===== config.mk =====
export PLATFORM = sky130hd
export DESIGN_NAME = cht_hash
export DESIGN_NICKNAME = d
export VERILOG_FILES = /design/src/rtl/cht_pkg.sv /design/src/rtl/cht_hash.sv
export VERILOG_INCLUDE_DIRS = /design/src /design/src/rtl
export SDC_FILE = /design/constraint.sdc
export NUM_CORES = 2
export LEC_CHECK = 0
export ABC_AREA = 1
export ABC_CLOCK_PERIOD_IN_PS = 17200
export BUFFER_PORTS_ARGS = -buffer_cell sky130_fd_sc_hd__buf_2
export CAP_MARGIN = 20
export CORE_MARGIN = 2
export CORE_UTILIZATION = 40
export DETAILED_ROUTE_END_ITERATION = 7
export PLACE_DENSITY = 0.67
export SETUP_SLACK_MARGIN = 0.2
export SYNTH_ARGS = -nofsm -noshare
export SYNTH_HDL_FRONTEND = slang
export SYNTH_SLANG_ARGS = --single-unit

===== constraint.sdc =====
create_clock -name clk -period 17.2 [get_ports clk]
set_input_delay 3.44 -clock clk [delete_from_list [all_inputs] [get_ports clk]]
set_output_delay 3.44 -clock clk [all_outputs]
set_load 0.01 [all_outputs]

===== src/rtl/chained_hash_table_set_get_top_defines.svh =====
// assertion macros shared by the chained hash table modules
`ifndef CHAINED_HASH_TABLE_SET_GET_TOP_DEFINES_SVH
`define CHAINED_HASH_TABLE_SET_GET_TOP_DEFINES_SVH

// implication checked on every clock edge outside reset
`define CHT_ASSERT_IMP(lbl, clk, rst_n, ante, cons, msg) \
	lbl: assert property (@(posedge clk) disable iff (!rst_n) (ante) |-> (cons)) \
		else $error(msg);

// next-cycle implication checked outside reset
`define CHT_ASSERT_NEXT(lbl, clk, rst_n, ante, cons, msg) \
	lbl: assert property (@(posedge clk) disable iff (!rst_n) (ante) |=> (cons)) \
		else $error(msg);

`endif


===== src/rtl/cht_pkg.sv =====
// ----------------------------------------------------------------------------
// cht_pkg
// shared types, constants and codes of the chained hash table
// ----------------------------------------------------------------------------
`timescale 1ns / 1ps

package cht_pkg;

	localparam int unsigned MAX_BUCKETS_DEF = 1024;
	localparam int unsigned MAX_ENTRIES_DEF = 4096;
	localparam logic [35:0] HASH_PRIME = 36'd32212254719;

	// request kinds
	localparam logic REQ_SET = 1'b0;
	localparam logic REQ_GET = 1'b1;

	// result status codes
	localparam logic [2:0] ST_INSERTED  = 3'd0;
	localparam logic [2:0] ST_UPDATED   = 3'd1;
	localparam logic [2:0] ST_FOUND     = 3'd2;
	localparam logic [2:0] ST_NOT_FOUND = 3'd3;
	localparam logic [2:0] ST_FULL      = 3'd4;

	// register indexes
	localparam logic [1:0] REG_MULT   = 2'd0;
	localparam logic [1:0] REG_ADD    = 2'd1;
	localparam logic [1:0] REG_BUCKET = 2'd2;

	// request after hashing, handed from front to back
	typedef struct packed {
		logic        req_type;
		logic [63:0] lookup_key;
		logic [63:0] value_in;
		logic [15:0] bucket;
	} cht_job_t;

endpackage


===== src/rtl/cht_hash.sv =====
// ----------------------------------------------------------------------------
// cht_hash
// front part: multiply-add from two 32x32 products, reduction mod the prime
// by folding the upper bits back in, then sequential reduction mod the bucket
// count by restoring shift-subtract, one bit per cycle
// ----------------------------------------------------------------------------
`timescale 1ns / 1ps

module cht_hash #(
	parameter int unsigned MAX_BUCKETS = cht_pkg::MAX_BUCKETS_DEF,
	localparam int unsigned BW = (MAX_BUCKETS > 1) ? $clog2(MAX_BUCKETS) : 1
) (
	input  logic                  clk,
	input  logic                  arst_n,
	input  logic                  in_valid,
	output logic                  in_ready,
	input  logic                  in_req_type,
	input  logic [63:0]           in_key,
	input  logic [63:0]           in_value,
	input  logic [31:0]           hash_mult,
	input  logic [31:0]           hash_add,
	input  logic [10:0]           bucket_count,
	output logic                  job_valid,
	input  logic                  job_ready,
	output cht_pkg::cht_job_t     job
);

	typedef enum logic [5:0] {
		H_IDLE = 6'b000001,
		H_MUL  = 6'b000010,
		H_MUL2 = 6'b000100,
		H_MODP = 6'b001000,
		H_MODN = 6'b010000,
		H_OUT  = 6'b100000
	} h_state_t;

	h_state_t    state_q;
	logic        req_q;
	logic [63:0] key_q;
	logic [63:0] val_q;
	logic [63:0] h_q;
	logic [16:0] rem_q;
	logic [6:0]  cnt_q;
	logic [16:0] n_q;
	logic [15:0] bucket_q;
	logic [17:0] rem_sh;
	logic [16:0] rem_sub;
	logic [63:0] prod_lo;
	logic [31:0] prod_hi;
	logic [63:0] fold;
	logic        fold_done;
	logic [16:0] n_eff;

	// effective bucket count, clamped to 1..MAX_BUCKETS
	always_comb begin
		if (bucket_count == 11'd0) begin
			n_eff = 17'd1;
		end else if ({6'd0, bucket_count} > 17'(MAX_BUCKETS)) begin
			n_eff = 17'(MAX_BUCKETS);
		end else begin
			n_eff = {6'd0, bucket_count};
		end
	end

	// 32x32 partial products of the multiply-add
	assign prod_lo = {32'd0, hash_mult} * {32'd0, key_q[31:0]};
	assign prod_hi = hash_mult * key_q[63:32];

	// 2^35 = 2^31 + 1 mod p, so the bits above bit 35 fold back in
	assign fold_done = (h_q[63:35] == 29'd0);
	assign fold      = {4'd0, h_q[63:35], 31'd0} + {35'd0, h_q[63:35]} + {29'd0, h_q[34:0]};

	// one restoring step of the running remainder mod n
	always_comb begin
		rem_sh  = {rem_q, h_q[35]};
		rem_sub = (rem_sh >= {1'b0, n_q}) ? 17'(rem_sh - {1'b0, n_q}) : rem_sh[16:0];
	end

	// sequencer
	always_ff @(posedge clk or negedge arst_n) begin
		if (!arst_n) begin
			state_q <= H_IDLE;
			cnt_q   <= '0;
		end else begin
			case (state_q)
				H_IDLE: begin
					if (in_valid) begin
						state_q <= H_MUL;
					end
				end
				H_MUL: begin
					state_q <= H_MUL2;
				end
				H_MUL2: begin
					state_q <= H_MODP;
				end
				H_MODP: begin
					if (fold_done) begin
						state_q <= H_MODN;
						cnt_q   <= 7'd35;
					end
				end
				H_MODN: begin
					// remainder mod p sits in h_q[35:0], shifted in msb first
					if (cnt_q == 7'd0) begin
						state_q <= H_OUT;
					end else begin
						cnt_q <= cnt_q - 7'd1;
					end
				end
				H_OUT: begin
					if (job_ready) begin
						state_q <= H_IDLE;
					end
				end
				default: state_q <= H_IDLE;
			endcase
		end
	end

	// datapath
	always_ff @(posedge clk) begin
		case (state_q)
			H_IDLE: begin
				req_q <= in_req_type;
				key_q <= in_key;
				val_q <= in_value;
				n_q   <= n_eff;
			end
			H_MUL: begin
				h_q <= prod_lo + {32'd0, hash_add};
			end
			H_MUL2: begin
				h_q   <= h_q + {prod_hi, 32'd0};
				rem_q <= '0;
			end
			H_MODP: begin
				// below 2^35 one compare-subtract finishes the reduction
				if (!fold_done) begin
					h_q <= fold;
				end else if (h_q >= 64'(cht_pkg::HASH_PRIME)) begin
					h_q <= h_q - 64'(cht_pkg::HASH_PRIME);
				end
			end
			H_MODN: begin
				rem_q <= rem_sub;
				h_q   <= {h_q[62:0], 1'b0};
				if (cnt_q == 7'd0) begin
					bucket_q <= rem_sub[15:0];
				end
			end
			default: begin
			end
		endcase
	end

	assign in_ready        = (state_q == H_IDLE);
	assign job_valid       = (state_q == H_OUT);
	assign job.req_type    = req_q;
	assign job.lookup_key  = key_q;
	assign job.value_in    = val_q;
	assign job.bucket      = {{(16 - BW){1'b0}}, bucket_q[BW-1:0]};

	`include "chained_hash_table_set_get_top_defines.svh"

	`CHT_ASSERT_IMP(a_bucket_range, clk, arst_n, job_valid, ({1'b0, job.bucket} < n_q), "bucket beyond count")
	`CHT_ASSERT_NEXT(a_take_one, clk, arst_n, in_valid && in_ready, state_q == H_MUL, "request not taken")
	`CHT_ASSERT_IMP(a_onehot, clk, arst_n, 1'b1, $onehot(state_q), "state not one-hot")

endmodule


# Word-level counts from Yosys, hierarchy flattened

Index checks and enable logic that the tools add are counted.

Output and inout port bits: 147
Flip-flop bits (word level): 250

Multiply operators: 2
Equality and inequality tests: 12
$lt $le $gt $ge: 3
Muxes and demuxes: 14
Reductions and logical operators: 11
Add/subtract/negate cells: 7

Operator list:

| cell                                                                | count |
|---|---|
| one-hot mux 64 bit (4 select lines)                                 | 1 |
| 2-to-1 mux 64 bit                                                   | 2 |
| adder 64 x 32 -> 64 bit                                             | 1 |
| adder 64 bit                                                        | 1 |
| greater-or-equal comparator 64 x 35 -> 1 bit, second input constant | 1 |
| multiplier 32 x 32 -> 64 bit                                        | 1 |
| subtractor 64 x 35 -> 64 bit, second input constant                 | 1 |
| adder 61 x 35 -> 62 bit                                             | 1 |
| adder 60 x 29 -> 61 bit                                             | 1 |
| one-hot mux 6 bit (6 select lines)                                  | 1 |
| one-hot mux 17 bit (2 select lines)                                 | 1 |
| multiplier 32 x 32 -> 32 bit                                        | 1 |
| zero test 29 bit                                                    | 1 |
| 2-to-1 mux 6 bit                                                    | 4 |
| greater-or-equal comparator 18 x 17 -> 1 bit                        | 1 |
| 2-to-1 mux 17 bit                                                   | 1 |
| subtractor 17 bit                                                   | 1 |
| 2-to-1 mux 7 bit                                                    | 2 |
| one-hot mux 7 bit (2 select lines)                                  | 1 |
| > comparator 11 bit, second input constant                          | 1 |
| zero test 11 bit                                                    | 1 |
| 2-to-1 mux 11 bit                                                   | 1 |
| != test 2 bit, second input constant                                | 4 |
| zero test 7 bit                                                     | 1 |
| other kinds (15)                                                    | 17 |

# Longest topological paths before layout

Word-level depth: 4
Depth in mapped cells: 41

# Worst setup path after synthesis

Ideal clock, no wire load.

Path type: register to output
Start point: register state_q[0]
End point: output port in_ready
Slack: -0.394 ns
Arrival: 14.154 ns
Cell stages (with the launch flop): 3
Buffers on the path: 0
Cell sequence: dfstp_2 inv_1 nor4_1

Word-level cells in the longest chain between the ends: 1

Ends and longest elaborated chain:

| item                         | line            | source |
|---|---|---|
| start, declared              | cht_hash.sv:37  | `h_state_t state_q;` |
| start signal, assigned       | cht_hash.sv:82  | `state_q <= H_IDLE;` |
| start signal, assigned       | cht_hash.sv:88  | `state_q <= H_MUL;` |
| start signal, assigned       | cht_hash.sv:92  | `state_q <= H_MUL2;` |
| equality test 6 x 1 -> 1 bit | cht_hash.sv:157 | `assign in_ready = (state_q == H_IDLE);` |
| end, declared                | cht_hash.sv:16  | `output logic in_ready,` |

Every way passes these cells.

# Worst setup path in the final report

Start point: input port hash_mult[13]
End point: register h_q[62] (data pin)

Word-level cells in the longest chain between the ends: 3
Elaborated cells on any way between the ends: 5
Those cells by class: add/sub (2); mul (2); mux (1)

Ends and longest elaborated chain:

| item                                                                                | line                             | source |
|---|---|---|
| start, declared                                                                     | cht_hash.sv:20                   | `input logic [31:0] hash_mult,` |
| multiplier 32 x 32 -> 32 bit / multiplier 32 x 32 -> 64 bit (equally long branches) | cht_hash.sv:67, cht_hash.sv:66   |  |
| adder 64 bit / adder 64 x 32 -> 64 bit (equally long branches)                      | cht_hash.sv:134, cht_hash.sv:131 |  |
| one-hot mux 64 bit (4 select lines) *                                               | cht_hash.sv:123                  | `case (state_q)` |
| end signal, assigned                                                                | cht_hash.sv:131                  | `h_q <= prod_lo + {32'd0, hash_add};` |
| end signal, assigned                                                                | cht_hash.sv:134                  | `h_q <= h_q + {prod_hi, 32'd0};` |
| end signal, assigned                                                                | cht_hash.sv:140                  | `h_q <= fold;` |
| end, declared                                                                       | cht_hash.sv:41                   | `logic [63:0] h_q;` |

Mark *: on every way between the ends. The rest lies on a longest branch, timed or not.
A chain may end at the register's enable or synchronous reset.

==> impl_results.md <==
* Top_reg_cell synth: edfxtp_1
* Crit path time final at 11.33 ns
* Ant. Diodes at 0
* First-pass GRT wire length at 327000 µm
* Drt pass-1 iters at 6
* Port bufs at 348
* Setup TNS at 0 ns
* WP data required at 17.57 ns
* CTS resizes at 0
* Final Wtd Congestion at 0.972
* Placed cells at 10700
* Flops & latches, synth at ~240
* Setup WS pre-CTS at 5.32 ns
* Synth async-reset ratio at between 5 and 6%
* Period Utilization, post-route at 65.9%
* Reg2reg setup slack at 8.31 ns
* Total track usage at 24.7%
* Setup Skew at 0.0675 ns
* Layout cells sized above 1 at around 7%
* CTS sink count at 244
* Worst-path clk slew at 0.06 ns
* Final Setup Violations at 0
* Final-stage net count at 10500
* Clk buf depth at 3
* Cell Area, Synth at roughly 0.067 mm²
* Status: finished clean
* Setup ws final at 5.87 ns
* Critical path class: primary input to flip-flop
* CP most frequent cell: fa_1
* Seq/Total Area, Yosys at 10.9%
* Max Transition Viols Final at 0
* Post-CTS Hold Buffers at 0
* Synthesized area per cell at 7.92 µm²
* Initial detailed-routing violation count at 4489
* Syn. warnings at 0
* Gate Count Post-Synth at between 8000 and 9000
* DR DRC count at 0
* Core ar. at 0.165 mm²
* Max-cap violations at 0
* Total grt overflow at 0
* ANT nets after route at 0
* Synthesis-to-finish area growth at 7.47%
* Row cnt at 149
* Vias at around 55000
* Fin. Hold Viols at 0
* CTS tree: done
* CP endpoint kind: flip-flop
* RSZ-0062 raised after global routing: false
* Die W at 412 µm
* DP HPWL at 168000 µm
* H-Tree Level Count at 2
* EDFF count, synth at about 230
* Ports at 355
* CTS buffer count at 36
* CP Launch Type: primary input
* Slew @ Worst Pin at around 1.1 ns
* Routed WL at roughly 200000 µm
* CP max stage cell: buf_4
* Latest clock arrival within the worst-skew pair at 0.69 ns
* Critical path peak fanout at 51
* Hold Crit Class: flip-flop to flip-flop
* Vias per cell at just over 5
* Post-CTS Setup Inserts at 0
* Initial antenna violation count at 5
* Initial Util at between 40% and 50%
* Unique cell type count in the Yosys netlist at 67
* Post-route insts no fill at 10700
* Slowest stage delay, CP at 0.61 ns
* Die Ht at 412 µm
* Number of global-route vias before repair at 58600
* Slew HR at 25.5%
* Root buffer cell: clkbuf_16
* Number of fill cells at 16300
* F_max at between 0.08 and 0.09 GHz
* Largest net degree at the start of global routing at 63
* Drt wl/cell at 19.2 µm
* Worst Path Arrival at 11.70 ns
* Die ar. at 0.170 mm²
-- layer usage --
layer	part of all wire [%]	GRT usage, %	up-vias
met5	0.024	0	-
met4	3.6	7.81	8
met3	8.4	3.91	401
met2	47	40.8	2429
met1	41	33.3	27600
li1	-	-	24900
-- layout by cell type (no fill, tap or decap), types with 6 or more instances in the layout --
| cell type | instances |
|---|---|
| o221ai_1 | 6 |
| ha_1 | 464 |
| buf_2 | 348 |
| o21ai_1 | 26 |
| nand3b_1 | 21 |
| nand2_1 | 2239 |
| a21oi_1 | 292 |
| a21oi_2 | 7 |
| or2_2 | 16 |
| o21bai_1 | 23 |
| dfrtp_1 | 12 |
| inv_1 | 2213 |
| edfxtp_1 | 231 |
| clkinv_2 | 6 |
| xor2_1 | 81 |
| fa_1 | 1339 |
| a31oi_1 | 22 |
| inv_2 | 15 |
| xnor2_1 | 37 |
| nor2_1 | 321 |
| o21a_1 | 8 |
| nand3_1 | 175 |
| clkbuf_16 | 38 |
| o21ai_0 | 216 |
| o21ai_2 | 11 |
| nand4_1 | 38 |
| conb_1 | 6 |
| a21boi_0 | 7 |
| nor4_1 | 30 |
| nor3_1 | 56 |
| a21o_1 | 24 |
| o211ai_1 | 19 |
| buf_4 | 93 |
| nor2_2 | 8 |
-- stage by stage --
step                cell area, µm²  utilization [%]  hold WS, ns
finish                       71500             43.3        0.533
global route                 71500             43.3        0.564
CTS                          71500             43.3        0.536
detailed placement           70300             42.6        0.514
global placement             70300             42.6        0.505
floorplan                    66600                -        0.484
-- critical path: cells and delay by family --
kind | cells | cell delay, ns
compound gates | 8 | 1.12
simple gates | 11 | 1.16
xor+xnor | 1 | 0.16
fa+ha+maj | 10 | 4.70
buf+inv | 8 | 1.10
-- state kept, by name, indices dropped and copies added (netlist names) --
register,count
key_q,64
bucket_q,10
n_q,11
req_q,1
cnt_q,7
rem_q,17
state_q,6
h_q,64
val_q,64
-- cells by family (layout without fill, tap and decap cells) --
| logic type | after synthesis | in the layout | share of synthesized area [%] |
|---|---|---|---|
| adder cells (fa/ha/maj) | 1803 | 1803 | 49.0 |
| buffers and inverters | 2594 | 2731 | 14.7 |
| flip-flops | 244 | 244 | 10.9 |
| AO/OA/AOI/OAI | 703 | 703 | 6.00 |
| AND/OR/NAND/NOR | 2945 | 2945 | 17.8 |
| XOR/XNOR | 118 | 118 | 1.55 |
| other | 1 | 6 | 0.00563 |
-- Yosys cell counts, types with 21 or more instances --
master    instances  area [µm²]
buf_1            66         248
edfxtp_1        231        6940
nand4_1          38         238
nor2_1          323        1210
nand3b_1         21         158
nand2_1        2239        8400
a21o_1           24         180
fa_1           1339       26800
xnor2_1          37         324
buf_2            29         145
o21bai_1         23         173
clkbuf_1        261         980
xor2_1           81         709
ha_1            464        5810
nand3_1         175         876
a21oi_1         292        1460
nor4_1           32         200
o21ai_0         216        1080
inv_1          2213        8310
o21ai_1          26         130
nor3_1           56         280
a31oi_1          22         138
-- final cells by class --
| class | instances | area [µm²] | area share [%] |
|---|---|---|---|
| multi-input cells | 5575 | 49500 | 69.2 |
| well taps | 2189 | 2740 | 3.83 |
| repair buffers | 441 | 2440 | 3.41 |
| flip-flops and latches | 244 | 7260 | 10.2 |
| clock inverters | 20 | 218 | 0.304 |
| inverters | 2228 | 8360 | 11.7 |
| clock buffers | 42 | 976 | 1.36 |
-- path summary, 6_finish.rpt --
kind / startpoint / end / depth (start not counted)
max: hash_mult[13] / h_q[62] / 38
max in group asynchronous: arst_n / state_q[0] / 1
min in group asynchronous: arst_n / cnt_q[5] / 1
max reg2reg: key_q[37] / h_q[62] / 37
min: cnt_q[5] / cnt_q[5] / 2
min reg2reg: cnt_q[5] / cnt_q[5] / 2
Power is not shown: default switching activity piles up to over one toggle a cycle in this logic, so the estimate is an artifact.
