$ cat config.mk
export PLATFORM = sky130hd
export DESIGN_NAME = cht_queue
export DESIGN_NICKNAME = d
export VERILOG_FILES = /design/src/rtl/cht_pkg.sv /design/src/rtl/cht_queue.sv
export VERILOG_INCLUDE_DIRS = /design/src /design/src/rtl
export SDC_FILE = /design/constraint.sdc
export NUM_CORES = 1
export LEC_CHECK = 0
export BUFFER_PORTS_ARGS = -buffer_cell sky130_fd_sc_hd__buf_2
export CAP_MARGIN = 10
export CORE_ASPECT_RATIO = 0.9
export CORE_MARGIN = 8
export CORE_UTILIZATION = 56
export CTS_CLUSTER_DIAMETER = 30
export DETAILED_ROUTE_END_ITERATION = 7
export GPL_TIMING_DRIVEN = 0
export PLACE_DENSITY = 0.84
export SETUP_SLACK_MARGIN = 0.05
export SLEW_MARGIN = 10
export SYNTH_ARGS = -nofsm -noshare
export SYNTH_HDL_FRONTEND = slang
export SYNTH_SLANG_ARGS = --single-unit
$ cat constraint.sdc
create_clock -name clk -period 12.3 [get_ports clk]
set_input_delay 0 -clock clk [delete_from_list [all_inputs] [get_ports clk]]
set_output_delay 0 -clock clk [all_outputs]
set_load 0.05 [all_outputs]
$ cat src/rtl/chained_hash_table_set_get_top_defines.svh
// assertion macros shared by the chained hash table modules
`ifndef CHAINED_HASH_TABLE_SET_GET_TOP_DEFINES_SVH
`define CHAINED_HASH_TABLE_SET_GET_TOP_DEFINES_SVH

// implication checked on every clock edge outside reset
`define CHT_ASSERT_IMP(lbl, clk, rst_n, ante, cons, msg) \
	lbl: assert property (@(posedge clk) disable iff (!rst_n) (ante) |-> (cons)) \
		else $error(msg);

// next-cycle implication checked outside reset
`define CHT_ASSERT_NEXT(lbl, clk, rst_n, ante, cons, msg) \
	lbl: assert property (@(posedge clk) disable iff (!rst_n) (ante) |=> (cons)) \
		else $error(msg);

`endif

$ cat src/rtl/cht_pkg.sv
// ----------------------------------------------------------------------------
// cht_pkg
// shared types, constants and codes of the chained hash table
// ----------------------------------------------------------------------------
`timescale 1ns / 1ps

package cht_pkg;

	localparam int unsigned MAX_BUCKETS_DEF = 1024;
	localparam int unsigned MAX_ENTRIES_DEF = 4096;
	localparam logic [35:0] HASH_PRIME = 36'd32212254719;

	// request kinds
	localparam logic REQ_SET = 1'b0;
	localparam logic REQ_GET = 1'b1;

	// result status codes
	localparam logic [2:0] ST_INSERTED  = 3'd0;
	localparam logic [2:0] ST_UPDATED   = 3'd1;
	localparam logic [2:0] ST_FOUND     = 3'd2;
	localparam logic [2:0] ST_NOT_FOUND = 3'd3;
	localparam logic [2:0] ST_FULL      = 3'd4;

	// register indexes
	localparam logic [1:0] REG_MULT   = 2'd0;
	localparam logic [1:0] REG_ADD    = 2'd1;
	localparam logic [1:0] REG_BUCKET = 2'd2;

	// request after hashing, handed from front to back
	typedef struct packed {
		logic        req_type;
		logic [63:0] lookup_key;
		logic [63:0] value_in;
		logic [15:0] bucket;
	} cht_job_t;

endpackage

$ cat src/rtl/cht_queue.sv
// ----------------------------------------------------------------------------
// cht_queue
// two-entry queue of hashed requests between front and back
// ----------------------------------------------------------------------------
`timescale 1ns / 1ps

module cht_queue (
	input  logic              clk,
	input  logic              arst_n,
	input  logic              wr_valid,
	output logic              wr_ready,
	input  cht_pkg::cht_job_t wr_job,
	output logic              rd_valid,
	input  logic              rd_ready,
	output cht_pkg::cht_job_t rd_job
);

	cht_pkg::cht_job_t mem_q [2];
	logic              wp_q;
	logic              rp_q;
	logic [1:0]        cnt_q;
	logic              push;
	logic              pop;

	assign wr_ready = (cnt_q != 2'd2);
	assign rd_valid = (cnt_q != 2'd0);
	assign push     = wr_valid && wr_ready;
	assign pop      = rd_valid && rd_ready;
	assign rd_job   = mem_q[rp_q];

	// pointers and fill level
	always_ff @(posedge clk or negedge arst_n) begin
		if (!arst_n) begin
			wp_q  <= 1'b0;
			rp_q  <= 1'b0;
			cnt_q <= 2'd0;
		end else begin
			if (push) begin
				wp_q <= ~wp_q;
			end
			if (pop) begin
				rp_q <= ~rp_q;
			end
			cnt_q <= cnt_q + 2'(push) - 2'(pop);
		end
	end

	// storage
	always_ff @(posedge clk) begin
		if (push) begin
			mem_q[wp_q] <= wr_job;
		end
	end

	`include "chained_hash_table_set_get_top_defines.svh"

	`CHT_ASSERT_IMP(a_no_over, clk, arst_n, 1'b1, cnt_q <= 2'd2, "queue level out of range")
	`CHT_ASSERT_NEXT(a_level, clk, arst_n, push && !pop, cnt_q == $past(cnt_q) + 2'd1, "push lost")
	`CHT_ASSERT_IMP(a_ptr, clk, arst_n, cnt_q == 2'd0 || cnt_q == 2'd2, wp_q == rp_q, "pointer mismatch")

endmodule

# Word-level counts from Yosys, hierarchy flattened
# Memory sizes are Yosys's and may differ from the RTL's.
# Index checks and enable logic that the tools add are counted.
[word_totals]
regBits = 4
output_inout_bits = 147
n_memories = 1
mem_bits_rw = 290
[classes]
eq_ne = 1
n_bitwise = 2
add_sub_neg = 2
n_reduce_logical = 3
n_mux = 2
[mem_list]
columns = ["name", "words", "width", "rd", "rd_clocked_by_memory_dff", "write_ports", "line", "source"]
rows = [
  ["mem_q", 2, 145, 1, 0, 1, "cht_queue.sv:18", "cht_pkg::cht_job_t mem_q [2];"],
]
[ops]
columns = ["cell", "n"]
rows = [
  ["$add 2x1->2", 1],
  ["$logic_and 1x1->1", 2],
  ["$mux 1", 2],
  ["$ne 2x2->1 const B", 1],
  ["$not 1->1", 2],
  ["$reduce_bool 2->1", 1],
  ["$sub 2x1->2", 1],
]

# Depth between registers and ports, before layout
# Gate-level depths: netlist of run 1.
[depth]
depth_word = 4
mapped_depth = 7
depth_no_buf = 7

# Worst setup path before layout of run 1
# No wires, ideal clock.
[synth_timing]
path_kind = "register to register"
from = "register cnt_q[0]"
to = "memory mem_q[0][0] (netlist name), enable pin"
t_arrival_ps = 7045
period_less_slack_ps = 7697
n_path_buf = 0
path_slack_ps = 4603
setup_ps = 652
t_required_ps = 11648
path_stages_with_launch = 4
cell_sequence = "dfrtp_1 -> nand2b_1 -> nand2_1 -> nor2_1"
[synth_between]
elab_chain_cells = 4
[synth_rtl]
columns = ["element", "line", "source"]
rows = [
  ["start, declared", "cht_queue.sv:21", "logic [1:0] cnt_q;"],
  ["start signal, assigned", "cht_queue.sv:44", "cnt_q <= cnt_q + 2'(push) - 2'(pop);"],
  ["$ne 2x2->1", "cht_queue.sv:25", "assign wr_ready = (cnt_q != 2'd2);"],
  ["net wr_ready", "cht_queue.sv:11", "output logic wr_ready,"],
  ["$logic_and 1x1->1", "cht_queue.sv:27", "assign push = wr_valid && wr_ready;"],
  ["$mux 1", "cht_queue.sv:50", "if (push) begin"],
  ["$mux 1 (not written as such)", "cht_queue.sv:51", "mem_q[wp_q] <= wr_job;"],
  ["end, declared", "cht_queue.sv:18", ""],
]
# The timed path passes the listed nets, and every way through them passes these cells.

# Final worst setup path of run 1
[layout_timing]
from = "register cnt_q[0]"
to = "memory mem_q[0][55] (netlist name), enable pin"
[layout_between]
elab_chain_cells = 4
[layout_rtl]
columns = ["element", "line"]
rows = [
  ["$ne 2x2->1", "cht_queue.sv:25"],
  ["$logic_and 1x1->1", "cht_queue.sv:27"],
  ["$mux 1", "cht_queue.sv:50"],
  ["$mux 1 (not written as such)", "cht_queue.sv:51"],
]
# Every way passes these cells.

==> out/qor.yml, run 1 <==
start_kind: "register"
rsz0062_at_grt: "false"
grt_usage_pct: 24.2
grt_pass1_wl_um: 44300
maxSlewHeadroom_pct: 47.9
cts_tree: "yes"
cts-root-buf: "clkbuf_16"
postCtsSetupRepairBufs: 0
critPathArrivalTime_ns: 2.32
routabilityCongestion: 0.782
critPathBufInv: 2
worstPathCellList: "nand2b_1, nand2_1, nor2_4, buf_16, buf_12"
cts_inserted_buffers: 44
synth.distinct_cells: 15
postCtsResizedCells: 0
path_class: "reg -> reg"
syn_nets: 619
drt-pass1-iter-count: 5
hold_depth: 2
sw_frac_of_total_pct: 39.5
min_path_type: "in -> reg"
clkPwrFrac_pct: 27.6
fin_nets: 1116
num_vias: 6538
finalSetupViolations: 0
cp-startpoint: "cnt_q[0]"
hp-start: "wr_job[94]"
syn_area_per_cell_um2: 23.0
fin_crit_sh_pct: 17.3
intPower_uw: 2680
clk-insertion-delay-late_ns: 0.52
critical-path-top-delay-family: "simple AND/OR/NAND/NOR gates"
fp.dieH_um: 147
dp_cells: 1020
postLayoutSetupSlackWorst_ns: 10.18
wirelength_um: 29300
r2r_setup_slack_ns: 10.18
synth.top_cell.area_share_pct: 81.1
total_power_uw: 4430
crit_fanout: 31
finalCriticalPeriod_ns: 2.12
antenna_found_initial: 0
synthCells: 468
reg2reg_depth: 5
crit_required_ns: 12.50
p_leak_uw: 0.00601
synth_warnings: 0
hold_slack_ns: 0.213
skew_ns: 0.0168
cts_buffer_depth: 3
p_comb_share_pct: 40.0
cp.depth: 5
fmax_mhz: 471
start_util_pct: 56.6
area_growth_pct: 45.9
seqPwrFrac_pct: 32.4
post-place-ws_ns: 10.22
ios: 296
grt_max_degree: 53
endpoint_kind: "register"
instances_no_fill: 1248
path_clk_slew_ns: 0.05
cts_sinks: 294
max-vdd-ir-drop_v: 0.000205
max_cap_violations: 0
grt_overflow: 0
htreeDepth: 2
hpwl_um: 16800
port_buffers: 295
drive_gt1_share_pct: 53.2
grt_pass1_vias: 7520
maxSlewViolCount: 0
seq_area_frac_synth_pct: 82.0
fin_setup_tns_ns: 0
slowest_delay_ns: 0.61
num_antenna_cells: 0
synth_area_leaders: "edfxtp_1, mux2_2, clkbuf_8, dfrtp_1, buf_6"
core_mm2: 0.0190
wl_per_cell_um: 23.5
syn_area_mm2: 0.0107
synth_top_area_cell: "edfxtp_1"
power_density_mw_per_mm2: 283
hold_viol: 0
r2r_start: "cnt_q[0]"
die_w_um: 162
die_area_mm2: 0.0239
drtIter0Drc: 417
outcome: "complete, no violations"
rows: 48
vias_per_cell: 5.24
cp_slowest_cell: "nor2_4"
drc: 0
ys_ff_latch: 294
switching_power_uw: 1750
antenna_left: 0
tightest_slew_ns: 0.781
final cells by class:
| type | count | area [µm²] |
|---|---|---|
| sequential | 294 | 8810 |
| clock buffer | 52 | 1170 |
| clock inverter | 27 | 293 |
| timing repair buffer | 451 | 3140 |
| fill | 860 | 3310 |
| buffer | 16 | 205 |
| inverter | 1 | 3.75 |
| multi-input combinational | 157 | 1740 |
| tap | 250 | 313 |
stage by stage:
| step | utilization [%] | instance area (µm²) |
|---|---|---|
| 6_report | 82.6 | 15700 |
| 5_1_grt | 82.6 | 15700 |
| 4_1_cts | 82.6 | 15700 |
| 3_5_place_dp | 67.0 | 12700 |
| 3_3_place_gp | 66.0 | 12500 |
| 2_1_floorplan | - | 10700 |
cells in the final DEF (no fill, tap or decap):
cell	instances
and3_4	1
dfrtp_1	4
nand2b_1	1
xor2_1	1
edfxtp_1	290
clkbuf_1	6
clkinvlp_4	6
or2_1	1
inv_6	2
clkinv_8	1
buf_2	295
buf_12	3
ha_1	2
nor2_4	1
clkinv_1	7
clkbuf_8	10
bufinv_16	5
and2_1	1
inv_1	1
buf_16	4
buf_6	6
xnor2_1	3
clkinv_2	4
mux2_2	145
clkinv_4	2
clkbuf_16	46
nand2_1	1
dlygate4sd3_1	149
registers in the layout, summed over array words and instances, names as in the netlist:
name and cells:
rp_q 1, wp_q 1, cnt_q 2, mem_q 290
power groups by stage:
stage | registers [µW] | logic, µW | clock network [µW]
finish | 1430 | 1770 | 1220
global route | 1450 | 1840 | 1280
CTS | 1430 | 1760 | 1220
detailed placement | 1440 | 1700 | 0
global placement | 1490 | 1630 | 0
floorplan | 1470 | 1300 | 0
worst paths after layout:
path | endpoint
setup / recovery | mem_q[0][55]
hold / removal | mem_q[0][94]
setup reg to reg | mem_q[0][55]
max in group asynchronous | cnt_q[0]
hold reg to reg | cnt_q[0]
min in group asynchronous | wp_q
cells in the mapped netlist, drive strengths merged:
cell type	count
buf	6
dfrtp	4
xor2	1
nand2b	1
clkbuf	10
edfxtp	290
and3	1
and2	1
ha	2
or2	1
xnor2	3
nand2	1
mux2	145
nor2	1
inv	1
logic make-up after synthesis:
family	count (synthesis)	share of synthesized area (%)
flip-flops	294	82.0
multiplexers	145	15.2
buffers and inverters	17	1.94
AND/OR/NAND/NOR	6	0.303
XOR/XNOR	4	0.326
adder cells (fa/ha/maj)	2	0.233
repair_timing:
| action | in CTS | in global routing |
|---|---|---|
| setup endpoints to repair | 0 | 0 |
| hold endpoints to repair | 296 | 0 |
| hold buffers | 149 | 0 |
metal layers:
layer  global-route usage (%)  part of all wire (%)  up-vias
li1                         -                     -     2883
met1                     25.9                    35     3258
met2                     44.4                    54      339
met3                     7.42                   8.5       58
met4                     8.37                   2.6        0
met5                        0                     0        -
Note: power is estimated with default switching activity, not from simulation.
==> inputs of run 2 (changes only) <==
--- a/config.mk
+++ b/config.mk
@@ -10,11 +10,11 @@
 export CAP_MARGIN = 10
 export CORE_ASPECT_RATIO = 0.9
 export CORE_MARGIN = 8
-export CORE_UTILIZATION = 56
+export CORE_UTILIZATION = 52
 export CTS_CLUSTER_DIAMETER = 30
 export DETAILED_ROUTE_END_ITERATION = 7
 export GPL_TIMING_DRIVEN = 0
-export PLACE_DENSITY = 0.84
+export PLACE_DENSITY = 0.78
 export SETUP_SLACK_MARGIN = 0.05
 export SLEW_MARGIN = 10
 export SYNTH_ARGS = -nofsm -noshare
==> constraint.sdc (replaced) <==
create_clock -name clk -period 2 [get_ports clk]
set_input_delay 0 -clock clk [delete_from_list [all_inputs] [get_ports clk]]
set_output_delay 0 -clock clk [all_outputs]
set_load 0.05 [all_outputs]
==> out/qor.yml, run 2 (synthesis gave the netlist of run 1 again) <==
drive_gt1_share_pct: 54.3  # +1.1 points
wl_per_cell_um: 21.8  # -7.1%
r2r_start: "wp_q"
slowest_delay_ns: 0.41  # -0.20 ns
grt_pass1_vias: 7383  # -1.8%
cp_slowest_cell: "dfrtp_1"
power_density_mw_per_mm2: 1760  # +520%
cts_sinks: 294  # unchanged
max-vdd-ir-drop_v: 0.00115  # +460%
area_growth_pct: 48.0
endpoint_kind: "output pin"
fmax_mhz: 526
hp-start: "wr_job[33]"
grt_usage_pct: 21.3  # -2.9 points
critical-path-top-delay-family: "buffers and inverters"
htreeDepth: 2  # unchanged
rows: 50  # +4.2%
instances_no_fill: 1270  # +1.8%
rsz0062_at_grt: "true"
skew_ns: 0.0174  # +0.000562 ns
fp.dieH_um: 152  # +3.4%
grt_max_degree: 62  # +17%
port_buffers: 295  # unchanged
final_cell_mix: "buf_2, edfxtp_1, dlygate4sd3_1"
min_path_type: "in -> reg"
outcome: "complete, no violations"
path_class: "reg -> out"
die_w_um: 168  # +3.4%
top_register: "mem_q"
dp_cells: 1030  # +0.98%
cts_inserted_buffers: 48  # +9.1%
cts-root-buf: "clkbuf_16"
cts_buffer_depth: 3  # unchanged
hold_viol: 0  # unchanged
antenna_left: 0  # unchanged
cp-startpoint: "rp_q"
finalSetupViolations: 0  # unchanged
start_util_pct: 52.4  # -4.3 points
die_area_mm2: 0.0255  # +6.9%
largest_reg_flops: 290  # unchanged
maxSlewHeadroom_pct: 50.8  # +2.9 points
drc: 0  # unchanged
critPathArrivalTime_ns: 1.90  # -0.42 ns
cts_tree: "yes"
fin_crit_sh_pct: 95.0
critPathBufInv: 3  # +1
tightest_slew_ns: 0.736  # -0.0443 ns
max_cap_violations: 0  # unchanged
grt_pass1_wl_um: 42000  # -5.4%
top_regs: "mem_q: 290 flops, cnt_q: 2 flops"
ios: 296  # unchanged
core_mm2: 0.0205  # +8.1%
fin_nets: 1122  # +0.54%
layout.cells.most_common: "buf_2"
maxSlewViolCount: 0  # unchanged
drt-pass1-iter-count: 5  # unchanged
num_vias: 6503  # -0.54%
r2r_setup_slack_ns: 0.17  # -10.01 ns
start_kind: "register"
drtIter0Drc: 395  # -5.3%
hpwl_um: 16200  # -3.4%
fin_setup_tns_ns: 0  # unchanged
crit_fanout: 10  # -68%
finalCriticalPeriod_ns: 1.90
grt_overflow: 0  # unchanged
antenna_found_initial: 2  # +2
clk-insertion-delay-late_ns: 0.52  # about the same
worstPathCellList: "buf_12, clkbuf_8, mux2_2, buf_2"
vias_per_cell: 5.12  # -2.3%
crit_required_ns: 2.00  # -10.50 ns
wirelength_um: 27700  # -5.5%
routabilityCongestion: 0.722  # -7.6%
p_leak_uw: 0.00613  # +2.0%
path_clk_slew_ns: 0.05  # about the same
run 2: repair_timing:
action | 4_1_cts | 5_1_grt
hold buffers | 149 | 0
pin swaps | 1 | 0
setup endpoints to repair | 94 | 4
hold endpoints to repair | 297 | 0
buffers inserted | 1 | 0
gates resized for setup | 2 | 2
gates cloned | 1 | 0
run 2: final timing paths:
path	to	cells after the start
max	rd_job[34]	4
min	mem_q[1][33]	2
max reg2reg	mem_q[1][90]	2
min reg2reg	cnt_q[0]	1
max in group asynchronous	cnt_q[0]	3
min in group asynchronous	wp_q	3
run 2: where the power goes:
group | internal [µW] | switching (µW) | leakage (µW)
registers | 8420 | 369 | 0.00274
clock network | 5400 | 2810 | 0.000792
logic | 3270 | 7680 | 0.00260
run 2: cell type report:
cell class / instances / area [µm²]
Clock buffer: 54 / 1240
Clock inverter: 33 / 382
Fill cell: 1062 / 4620
Sequential cell: 294 / 8810
Inverter: 1 / 3.75
Antenna cell: 2 / 5.00
Buffer: 16 / 215
Multi-Input combinational cell: 158 / 1760
Tap cell: 260 / 325
Timing Repair Buffer: 452 / 3160
run 2: metal layers:
layer / GRT usage (%) / wire length, µm / vias to the layer above
met5: 0 / 0 / -
met4: 8.07 / 774 / 0
met3: 6.48 / 2100 / 58
met2: 39.2 / 15000 / 307
met1: 22.4 / 9830 / 3238
li1: - / - / 2900
run 2: metrics by stage:
stage	hold slack [ns]	utilization [%]	cell area, µm²	setup slack [ns]	total power (µW)
after CTS	0.169	77.4	15900	0.0544	27900
final	0.195	77.5	15900	0.0998	27900
after floorplan	-0.296	-	10800	-1.26	16900
after global routing	0.195	77.5	15900	0.0463	28800
after detailed placement	-0.187	62.1	12700	-0.287	19400
after global placement	-0.192	61.3	12600	-2.01	19000
